--- src/sv/ppiu_pkg.sv ---
package ppiu_pkg;

  localparam int WORD_BITS      = 64;
  localparam int MIN_FIELD_BITS = 4;
  localparam int SECTION_EDGE   = 16;
  localparam int LANES          = WORD_BITS / MIN_FIELD_BITS;
  localparam int LANE_IDX_BITS  = $clog2(LANES);
  localparam int WIDTH_BITS     = 5;
  localparam int SIZE_BITS      = 13;
  localparam int ENTRY_BITS     = 13;
  localparam int ENTRIES        = SECTION_EDGE * SECTION_EDGE * SECTION_EDGE;
  localparam int INDEX_BITS     = 12;
  localparam int CHUNK_BITS     = 22;
  localparam int WORLD_BITS     = 26;
  localparam int SEC_Y_BITS     = 4;
  localparam int WORLD_Y_BITS   = 8;
  localparam int CFG_IDX_BITS   = 1;

  localparam logic [CFG_IDX_BITS-1:0] REG_CHUNK_X = 1'd0;
  localparam logic [CFG_IDX_BITS-1:0] REG_CHUNK_Z = 1'd1;

  typedef logic [WIDTH_BITS-1:0] width_t;
  typedef logic [ENTRY_BITS-1:0] entry_t;

  typedef struct packed {
    logic                  keep;
    logic [INDEX_BITS-1:0] index;
  } lane_res_t;

  // Bit length of (size - 1), clamped to [MIN_FIELD_BITS, max_bits].
  function automatic width_t field_width(input logic [SIZE_BITS-1:0] size,
                                         input width_t max_bits);
    logic [SIZE_BITS-1:0] v;
    width_t               bits;
    v    = (size == '0) ? '0 : size - 1'b1;
    bits = '0;
    for (int i = 0; i < SIZE_BITS; i++) begin
      if (v[i]) begin
        bits = width_t'(i + 1);
      end
    end
    if (bits < width_t'(MIN_FIELD_BITS)) begin
      bits = width_t'(MIN_FIELD_BITS);
    end
    if (bits > max_bits) begin
      bits = max_bits;
    end
    return bits;
  endfunction

  // Fields that fit in one word at a given width.
  function automatic width_t fields_per_word(input width_t w);
    width_t n;
    case (w)
      5'd4:  n = width_t'(WORD_BITS / 4);
      5'd5:  n = width_t'(WORD_BITS / 5);
      5'd6:  n = width_t'(WORD_BITS / 6);
      5'd7:  n = width_t'(WORD_BITS / 7);
      5'd8:  n = width_t'(WORD_BITS / 8);
      5'd9:  n = width_t'(WORD_BITS / 9);
      5'd10: n = width_t'(WORD_BITS / 10);
      5'd11: n = width_t'(WORD_BITS / 11);
      5'd12: n = width_t'(WORD_BITS / 12);
      5'd13: n = width_t'(WORD_BITS / 13);
      5'd14: n = width_t'(WORD_BITS / 14);
      5'd15: n = width_t'(WORD_BITS / 15);
      5'd16: n = width_t'(WORD_BITS / 16);
      default: n = width_t'(WORD_BITS / 16);
    endcase
    return n;
  endfunction

endpackage

--- src/sv/ppiu_lane.sv ---
module ppiu_lane #(
  parameter int K              = 0,
  parameter int MAX_FIELD_BITS = 12
) (
  input  logic [ppiu_pkg::WORD_BITS-1:0] word,
  input  ppiu_pkg::width_t               width,
  input  ppiu_pkg::width_t               count,
  input  logic [ppiu_pkg::SIZE_BITS-1:0] palette_size,
  input  ppiu_pkg::entry_t               base,
  output ppiu_pkg::lane_res_t            res
);

  localparam int CMP_BITS = (MAX_FIELD_BITS > ppiu_pkg::SIZE_BITS) ?
                            MAX_FIELD_BITS : ppiu_pkg::SIZE_BITS;

  logic [ppiu_pkg::WORD_BITS-1:0] shifted;
  logic [MAX_FIELD_BITS-1:0]      field;
  ppiu_pkg::entry_t               num;

  // Select this lane's bit offset for the active width.
  always_comb begin
    shifted = '0;
    for (int ww = ppiu_pkg::MIN_FIELD_BITS; ww <= MAX_FIELD_BITS; ww++) begin
      if (width == ppiu_pkg::width_t'(ww)) begin
        shifted = word >> (K * ww);
      end
    end
  end

  assign field = shifted[MAX_FIELD_BITS-1:0] & ~({MAX_FIELD_BITS{1'b1}} << width);
  assign num   = base + ppiu_pkg::entry_t'(K);

  assign res.keep  = (ppiu_pkg::width_t'(K) < count) && !num[ppiu_pkg::ENTRY_BITS-1] &&
                     (CMP_BITS'(field) < CMP_BITS'(palette_size));
  assign res.index = ppiu_pkg::INDEX_BITS'(field);

endmodule

--- src/sv/ppiu_merge.sv ---
module ppiu_merge (
  input  logic                                   clk,
  input  logic                                   rst,
  input  logic                                   load,
  input  ppiu_pkg::lane_res_t                    lane_res [ppiu_pkg::LANES],
  input  ppiu_pkg::entry_t                       base,
  input  logic [ppiu_pkg::SEC_Y_BITS-1:0]        section_y,
  input  logic signed [ppiu_pkg::CHUNK_BITS-1:0] chunk_x,
  input  logic signed [ppiu_pkg::CHUNK_BITS-1:0] chunk_z,
  output logic                                   idle,
  output logic                                   out_valid,
  input  logic                                   out_ready,
  output logic signed [ppiu_pkg::WORLD_BITS-1:0] world_x,
  output logic [ppiu_pkg::WORLD_Y_BITS-1:0]      world_y,
  output logic signed [ppiu_pkg::WORLD_BITS-1:0] world_z,
  output logic [ppiu_pkg::INDEX_BITS-1:0]        palette_index,
  output logic                                   last
);

  logic [ppiu_pkg::LANES-1:0]      mask;
  logic [ppiu_pkg::LANES-1:0]      pick;
  logic [ppiu_pkg::LANES-1:0]      rest;
  logic [ppiu_pkg::INDEX_BITS-1:0] idx [ppiu_pkg::LANES];
  ppiu_pkg::entry_t                item_base;
  logic [ppiu_pkg::SEC_Y_BITS-1:0] item_y;
  logic [ppiu_pkg::LANE_IDX_BITS-1:0] sel;
  ppiu_pkg::entry_t                num;
  logic                            pop;

  assign idle = (mask == '0);
  assign pick = mask & (~mask + 1'b1);
  assign rest = mask & ~pick;
  assign pop  = !idle && (!out_valid || out_ready);
  assign num  = item_base + ppiu_pkg::entry_t'(sel);

  // Lowest surviving lane goes first to keep packing order.
  always_comb begin
    sel = '0;
    for (int i = ppiu_pkg::LANES - 1; i >= 0; i--) begin
      if (mask[i]) begin
        sel = ppiu_pkg::LANE_IDX_BITS'(i);
      end
    end
  end

  always_ff @(posedge clk) begin
    if (rst) begin
      mask      <= '0;
      out_valid <= 1'b0;
    end else begin
      if (load) begin
        for (int i = 0; i < ppiu_pkg::LANES; i++) begin
          mask[i] <= lane_res[i].keep;
        end
      end else if (pop) begin
        mask <= rest;
      end
      if (pop) begin
        out_valid <= 1'b1;
      end else if (out_ready) begin
        out_valid <= 1'b0;
      end
    end
  end

  always_ff @(posedge clk) begin
    if (load) begin
      for (int i = 0; i < ppiu_pkg::LANES; i++) begin
        idx[i] <= lane_res[i].index;
      end
      item_base <= base;
      item_y    <= section_y;
    end
    if (pop) begin
      // chunk * 16 leaves the low nibble free for the local coordinate.
      world_x       <= {chunk_x, num[3:0]};
      world_z       <= {chunk_z, num[7:4]};
      world_y       <= {item_y, num[11:8]};
      palette_index <= idx[sel];
      last          <= (rest == '0);
    end
  end

endmodule

--- src/sv/packed_palette_index_unpacker.sv ---
// Packed palette index unpacker. Each input transfer carries one 64-bit word
// of a section's packed palette indices; sixteen lanes pull every field of the
// word apart in the accept cycle and flag the ones that survive (index below
// the palette size, entry number below 4096). The merge stage then hands out
// one surviving field per cycle in packing order while the output is not stalled,
// with world coordinates, and marks the word's final result with tlast. The block
// takes no new word until every surviving field of the current one (at most 16)
// has moved into the output register. The output register lets the next word be
// accepted while the final result of the previous one waits to be taken. Write
// chunk_x and chunk_z only while idle.
module packed_palette_index_unpacker #(
  parameter int MAX_FIELD_BITS = 12
) (
  input  logic        clk,
  input  logic        rst,
  input  logic        cfg_we,
  input  logic [0:0]  cfg_index,
  input  logic [21:0] cfg_data,
  input  logic        s_tvalid,
  output logic        s_tready,
  input  logic [87:0] s_tdata,  // section_y[3:0], palette_size[16:4], packed_word[80:17]
  input  logic [0:0]  s_tuser,  // section_start[0]
  output logic        m_tvalid,
  input  logic        m_tready,
  output logic [71:0] m_tdata,  // world_x[25:0], world_y[33:26], world_z[59:34],
                                // palette_index[71:60]
  output logic        m_tlast
);

  logic [ppiu_pkg::SEC_Y_BITS-1:0]        section_y;
  logic [ppiu_pkg::SIZE_BITS-1:0]         palette_size;
  logic [ppiu_pkg::WORD_BITS-1:0]         packed_word;
  logic                                   section_start;
  logic signed [ppiu_pkg::CHUNK_BITS-1:0] chunk_x;
  logic signed [ppiu_pkg::CHUNK_BITS-1:0] chunk_z;
  ppiu_pkg::entry_t                       entry_index;
  ppiu_pkg::entry_t                       entry_index_next;
  ppiu_pkg::entry_t                       base;
  ppiu_pkg::width_t                       width;
  ppiu_pkg::width_t                       count;
  ppiu_pkg::lane_res_t                    lane_res [ppiu_pkg::LANES];
  logic [ppiu_pkg::ENTRY_BITS:0]          sum;
  logic                                   accept;
  logic                                   idle;
  logic signed [ppiu_pkg::WORLD_BITS-1:0] world_x;
  logic signed [ppiu_pkg::WORLD_BITS-1:0] world_z;
  logic [ppiu_pkg::WORLD_Y_BITS-1:0]      world_y;
  logic [ppiu_pkg::INDEX_BITS-1:0]        palette_index;

  assign section_y     = s_tdata[3:0];
  assign palette_size  = s_tdata[16:4];
  assign packed_word   = s_tdata[80:17];
  assign section_start = s_tuser[0];

  assign s_tready = idle;
  assign accept   = s_tvalid && s_tready;

  assign width = ppiu_pkg::field_width(palette_size, ppiu_pkg::width_t'(MAX_FIELD_BITS));
  assign count = ppiu_pkg::fields_per_word(width);
  assign base  = section_start ? '0 : entry_index;
  assign sum   = {1'b0, base} + (ppiu_pkg::ENTRY_BITS + 1)'(count);

  // Saturate at one past the last entry until the next section starts.
  assign entry_index_next = (sum > (ppiu_pkg::ENTRY_BITS + 1)'(ppiu_pkg::ENTRIES)) ?
                            ppiu_pkg::entry_t'(ppiu_pkg::ENTRIES) :
                            sum[ppiu_pkg::ENTRY_BITS-1:0];

  always_ff @(posedge clk) begin
    if (rst) begin
      chunk_x     <= '0;
      chunk_z     <= '0;
      entry_index <= '0;
    end else begin
      if (cfg_we) begin
        case (cfg_index)
          ppiu_pkg::REG_CHUNK_X: chunk_x <= cfg_data;
          ppiu_pkg::REG_CHUNK_Z: chunk_z <= cfg_data;
          default: ;
        endcase
      end
      if (accept) begin
        entry_index <= entry_index_next;
      end
    end
  end

  for (genvar k = 0; k < ppiu_pkg::LANES; k++) begin : g_lane
    ppiu_lane #(
      .K              (k),
      .MAX_FIELD_BITS (MAX_FIELD_BITS)
    ) u_lane (
      .word         (packed_word),
      .width        (width),
      .count        (count),
      .palette_size (palette_size),
      .base         (base),
      .res          (lane_res[k])
    );
  end

  ppiu_merge u_merge (
    .clk           (clk),
    .rst           (rst),
    .load          (accept),
    .lane_res      (lane_res),
    .base          (base),
    .section_y     (section_y),
    .chunk_x       (chunk_x),
    .chunk_z       (chunk_z),
    .idle          (idle),
    .out_valid     (m_tvalid),
    .out_ready     (m_tready),
    .world_x       (world_x),
    .world_y       (world_y),
    .world_z       (world_z),
    .palette_index (palette_index),
    .last          (m_tlast)
  );

  assign m_tdata = {palette_index, world_z, world_y, world_x};

endmodule

--- config.mk ---
export PLATFORM = sky130hd
export DESIGN_NAME = packed_palette_index_unpacker
export DESIGN_NICKNAME = d
export VERILOG_FILES = /design/src/sv/ppiu_pkg.sv /design/src/sv/ppiu_lane.sv /design/src/sv/ppiu_merge.sv /design/src/sv/packed_palette_index_unpacker.sv
export SDC_FILE = /design/constraint.sdc
export NUM_CORES = 1
export LEC_CHECK = 0
export ABC_AREA = 1
export BUFFER_PORTS_ARGS = -buffer_cell sky130_fd_sc_hd__buf_2
export CAP_MARGIN = 10
export CELL_PAD_IN_SITES_DETAIL_PLACEMENT = 0
export CELL_PAD_IN_SITES_GLOBAL_PLACEMENT = 1
export CORE_MARGIN = 10
export CORE_UTILIZATION = 30
export CTS_BUF_LIST = sky130_fd_sc_hd__clkbuf_8
export CTS_CLUSTER_DIAMETER = 200
export CTS_CLUSTER_SIZE = 24
export DETAILED_ROUTE_END_ITERATION = 8
export GPL_ROUTABILITY_DRIVEN = 0
export GPL_TIMING_DRIVEN = 0
export HOLD_SLACK_MARGIN = 0.06
export PLACE_DENSITY = 0.61
export SYNTH_ARGS = -nofsm -noshare
export SYNTH_HDL_FRONTEND = slang
export SYNTH_HIERARCHICAL = 1
export SYNTH_SLANG_ARGS = --single-unit
--- constraint.sdc ---
create_clock -name clk -period 7.5 [get_ports clk]
set_input_delay 1.5 -clock clk [delete_from_list [all_inputs] [get_ports clk]]
set_output_delay 1.5 -clock clk [all_outputs]
set_load 0.03 [all_outputs]
==> flow_summary.ini <==
[setup_path]
worstSetupPathType = in -> reg
reg2regPathDepth = 16
critPathLaunchType = primary input
cpMostUsedCell = nand2_1
regToRegStartpoint = u_merge/mask[14]$_SDFFE_PP0P_
crit_path_max_fanout = 43
r2r_end = u_merge/world_y[3]$_DFFE_PP_
cp.required_ns = 8.06
critPathArrivalTime_ns = 7.51
rrSetupSlack_ns = 3.49
crit_slowest_cell = a21oi_1
crit_path_max_incr_delay_ns = 0.52
worstSetupEndpointType = register

[detailed_routing]
drcViolationCount = 0
wl_per_cell_um = 19.99
drt-pass1-iter-count = 5
vias_per_cell = 4.876
wirelength_um = 111000
final_antenna_net_count = 0
drtIter0Drc = 2053
num_vias = 27071

[sta]
drv_slew = 0
worstMarginPinSlew_ns = 0.9947
max_freq_ghz = 0.1440
final_hold_viol_count = 0
worst_hold_slack_ns = 0.4338
fin_skew_ns = 0.05051
period_share_pct = 92.59
max-slew-margin-rel_pct = 33.24
rsz0062_at_grt = no
tns_ns = 0
timing.final.setup_violations = 0
period_needed_ns = 6.944

[layout]
area_delta_synth_final_pct = 12.76
final_nets = 4574
fin_cells = 5552
fillers = 10382
drive_gt1_share_pct = 14.70

[floorplan]
fp.dieH_um = 329.5
rows = 113
ios = 192
core_area_um2 = 95010
dieArea_um2 = 108500
die_x_um = 329.5
start_util_pct = 30.24

[clock_tree]
cts_root_buffer = clkbuf_8
cts_sinks = 355
cts_tree = built
cts_setup_buffers = 0
cts_resized = 0
ctsHoldBuffers = 0
clk_latency_ns = 0.65
cts_max_level = 1
cts_buffers = 18
clk_pin_slew_ns = 0.16
clockBufferDepth = 3

[power_and_ir_drop]
p_sw_mw = 4.776
pwr-share-comb_pct = 55.0
power.leakage_nw = 15.27
switching_share_pct = 50.02
seqPwrFrac_pct = 35.7
power.density_nw_per_um2 = 294.7
p_clk_share_pct = 9.3
ir_worst_vdd_uv = 317.2
p_int_mw = 4.772

[placement]
dpl.hpwl_um = 82930
dp_cells = 5516
io_buffers = 183

[synth]
synth.distinct_cells = 82
async_flop_share_pct = 0
synth_area_um2 = 28730
ys_seq_area_share_pct = 34.53
syn_inst = 3906
synth-seq-cells = 355
avgSynthCellArea_um2 = 7.355
synth-edff-count = 281
yosysWarnings = 6
yosys_most_used_dff = edfxtp_1

[global_routing]
grt-ovfl-total = 0
grt_pass1_vias = 25843
grt_max_degree = 125
grtUsageTotal_pct = 19.79
grt_pass1_wl_um = 165800
antenna_found_initial = 2

[min_path]
hp-class = reg -> reg
min_from = chunk_x[3]$_SDFFE_PP0P_
hold_path_end = u_merge/world_x[7]$_DFFE_PP_
holdPathStages = 0

[outcome]
status = finished, final reports clean

[job]
maxCapViolations = 0
## sequential cells by signal, indices dropped and copies added (netlist names)
name / cells
chunk_x: 22
chunk_z: 22
entry_index: 13
u_merge/idx: 192
u_merge/item_base: 12
u_merge/item_y: 4
u_merge/last: 1
u_merge/mask: 16
u_merge/out_valid: 1
u_merge/palette_index: 12
u_merge/world_x: 26
u_merge/world_y: 8
u_merge/world_z: 26
## power groups by stage
stage               logic (mW)  clock network, mW  registers, mW
floorplan                 2.83                  0           3.92
global placement          4.89                  0           3.54
detailed placement        5.25                  0           3.46
CTS                       5.26              0.929           3.41
global route              5.74              0.983           3.47
finish                    5.25              0.889           3.40
## cell usage in the layout (no fill, tap or decap), drive strengths merged, types with 16 or more instances in the layout
cell type | synthesis | final
nor2 | 480 | 480
nand2 | 850 | 850
o22ai | 20 | 20
nor3 | 43 | 43
o211ai | 26 | 26
a211oi | 25 | 25
buf | 114 | 311
nand3 | 388 | 388
inv | 671 | 684
nand3b | 53 | 53
ha | 181 | 181
a31oi | 22 | 22
o21ai | 157 | 157
o221ai | 16 | 16
edfxtp | 281 | 281
nand4 | 110 | 110
clkbuf | 37 | 58
a21oi | 236 | 236
dfxtp | 74 | 74
conb | 12 | 161
## synthesized netlist by cell type (6+ instances only)
cell | n | area [um2]
nor4_1 | 6 | 37.54
o221ai_1 | 15 | 131.4
clkbuf_1 | 36 | 135.1
buf_2 | 21 | 105.1
nor2_4 | 37 | 416.7
o21ai_2 | 7 | 61.31
o211ai_1 | 22 | 165.2
xor2_1 | 13 | 113.9
a31oi_1 | 22 | 137.6
o21ai_0 | 122 | 610.6
o22ai_1 | 19 | 118.9
xnor2_1 | 7 | 61.31
inv_2 | 60 | 225.2
conb_1 | 12 | 45.04
nor3_1 | 29 | 145.1
nand3_1 | 370 | 1852
buf_1 | 9 | 33.78
nand2_4 | 13 | 146.4
ha_1 | 181 | 2265
nand3b_1 | 53 | 397.9
o21ai_1 | 28 | 140.1
dfxtp_1 | 74 | 1481
a221oi_1 | 6 | 52.55
buf_4 | 76 | 570.6
o21a_1 | 6 | 45.04
nor2_2 | 45 | 281.5
a211oi_1 | 23 | 172.7
a21oi_1 | 212 | 1061
a21oi_2 | 24 | 210.2
o2111ai_1 | 12 | 105.1
nand2_2 | 38 | 237.7
buf_6 | 6 | 67.56
nor3_2 | 10 | 100.1
edfxtp_1 | 281 | 8438
nand2_1 | 799 | 2999
nor2_8 | 6 | 120.1
nand4_1 | 108 | 675.7
nor2_1 | 392 | 1471
nand3_2 | 16 | 160.2
or2_2 | 8 | 50.05
inv_1 | 606 | 2275
## through the flow
stage,utilization [%],power [mW],worst slack [ns],instance area (um2)
floorplan,-,6.755,0.7213,29290
global placement,33.46,8.437,-2.426,31790
detailed placement,33.73,8.712,-0.4778,32040
CTS,34.06,9.600,0.2248,32360
global route,34.09,10.19,0.007246,32390
finish,34.09,9.548,0.5557,32390
## area by class of cell
cell class | count | area [um2] | area share, %
Antenna cell | 1 | 2.502 | 0.007725
Buffer | 151 | 960.9 | 2.966
Clock buffer | 19 | 261.5 | 0.8073
Clock inverter | 13 | 51.30 | 0.1584
Inverter | 674 | 2561 | 7.907
Multi-Input combinational cell | 2875 | 15880 | 49.03
Sequential cell | 355 | 9920 | 30.62
Tap cell | 1265 | 1583 | 4.886
Timing Repair Buffer | 199 | 1172 | 3.619
## kinds of logic (layout without fill, tap and decap cells)
kind of cell / Yosys count / in the layout / share of synthesized area [%]
AOI/OAI and AO/OA: 558 / 558 / 11.87
and+or+nand+nor: 1953 / 1953 / 32.61
other: 12 / 162 / 0.1568
buffers and inverters: 825 / 1056 / 12.21
DFF: 355 / 355 / 34.53
xor gates and xnor gates: 20 / 20 / 0.6097
adders and majority gates: 183 / 183 / 8.022
## how the worst max path moves through the flow
stage                          start                            end  slack (ns)  cells after the start
after detailed placement  s_tdata[4]   u_merge/mask[3]$_SDFFE_PP0P_       -0.48                     33
final                     s_tdata[4]   u_merge/mask[5]$_SDFFE_PP0P_        0.56                     34
after CTS                 s_tdata[4]   u_merge/mask[3]$_SDFFE_PP0P_        0.22                     33
after global placement    s_tdata[4]    entry_index[3]$_SDFFE_PP0P_       -2.43                     23
after floorplan             s_tvalid  u_merge/mask[10]$_SDFFE_PP0P_        0.72                      6
after global routing      s_tdata[4]   u_merge/mask[5]$_SDFFE_PP0P_       0.007                     36
## routing by layer
metal  track usage (%)  vias to the layer above  wire length (um)
met1             28.80                    12708             54240
met5                 0                        -                 0
met2             31.65                      757             48940
met4             3.948                        0              2069
met3             1.667                       90              5745
li1                  -                    13516                 -
## critical path: cells and delay by family
kind	cells	cell delay, ns
AND/OR/NAND/NOR	20	2.79
buffers and inverters	6	1.32
AO/OA/AOI/OAI	6	1.18
adder cells (fa/ha/maj)	2	0.62
(Power assumes the default switching activity.)
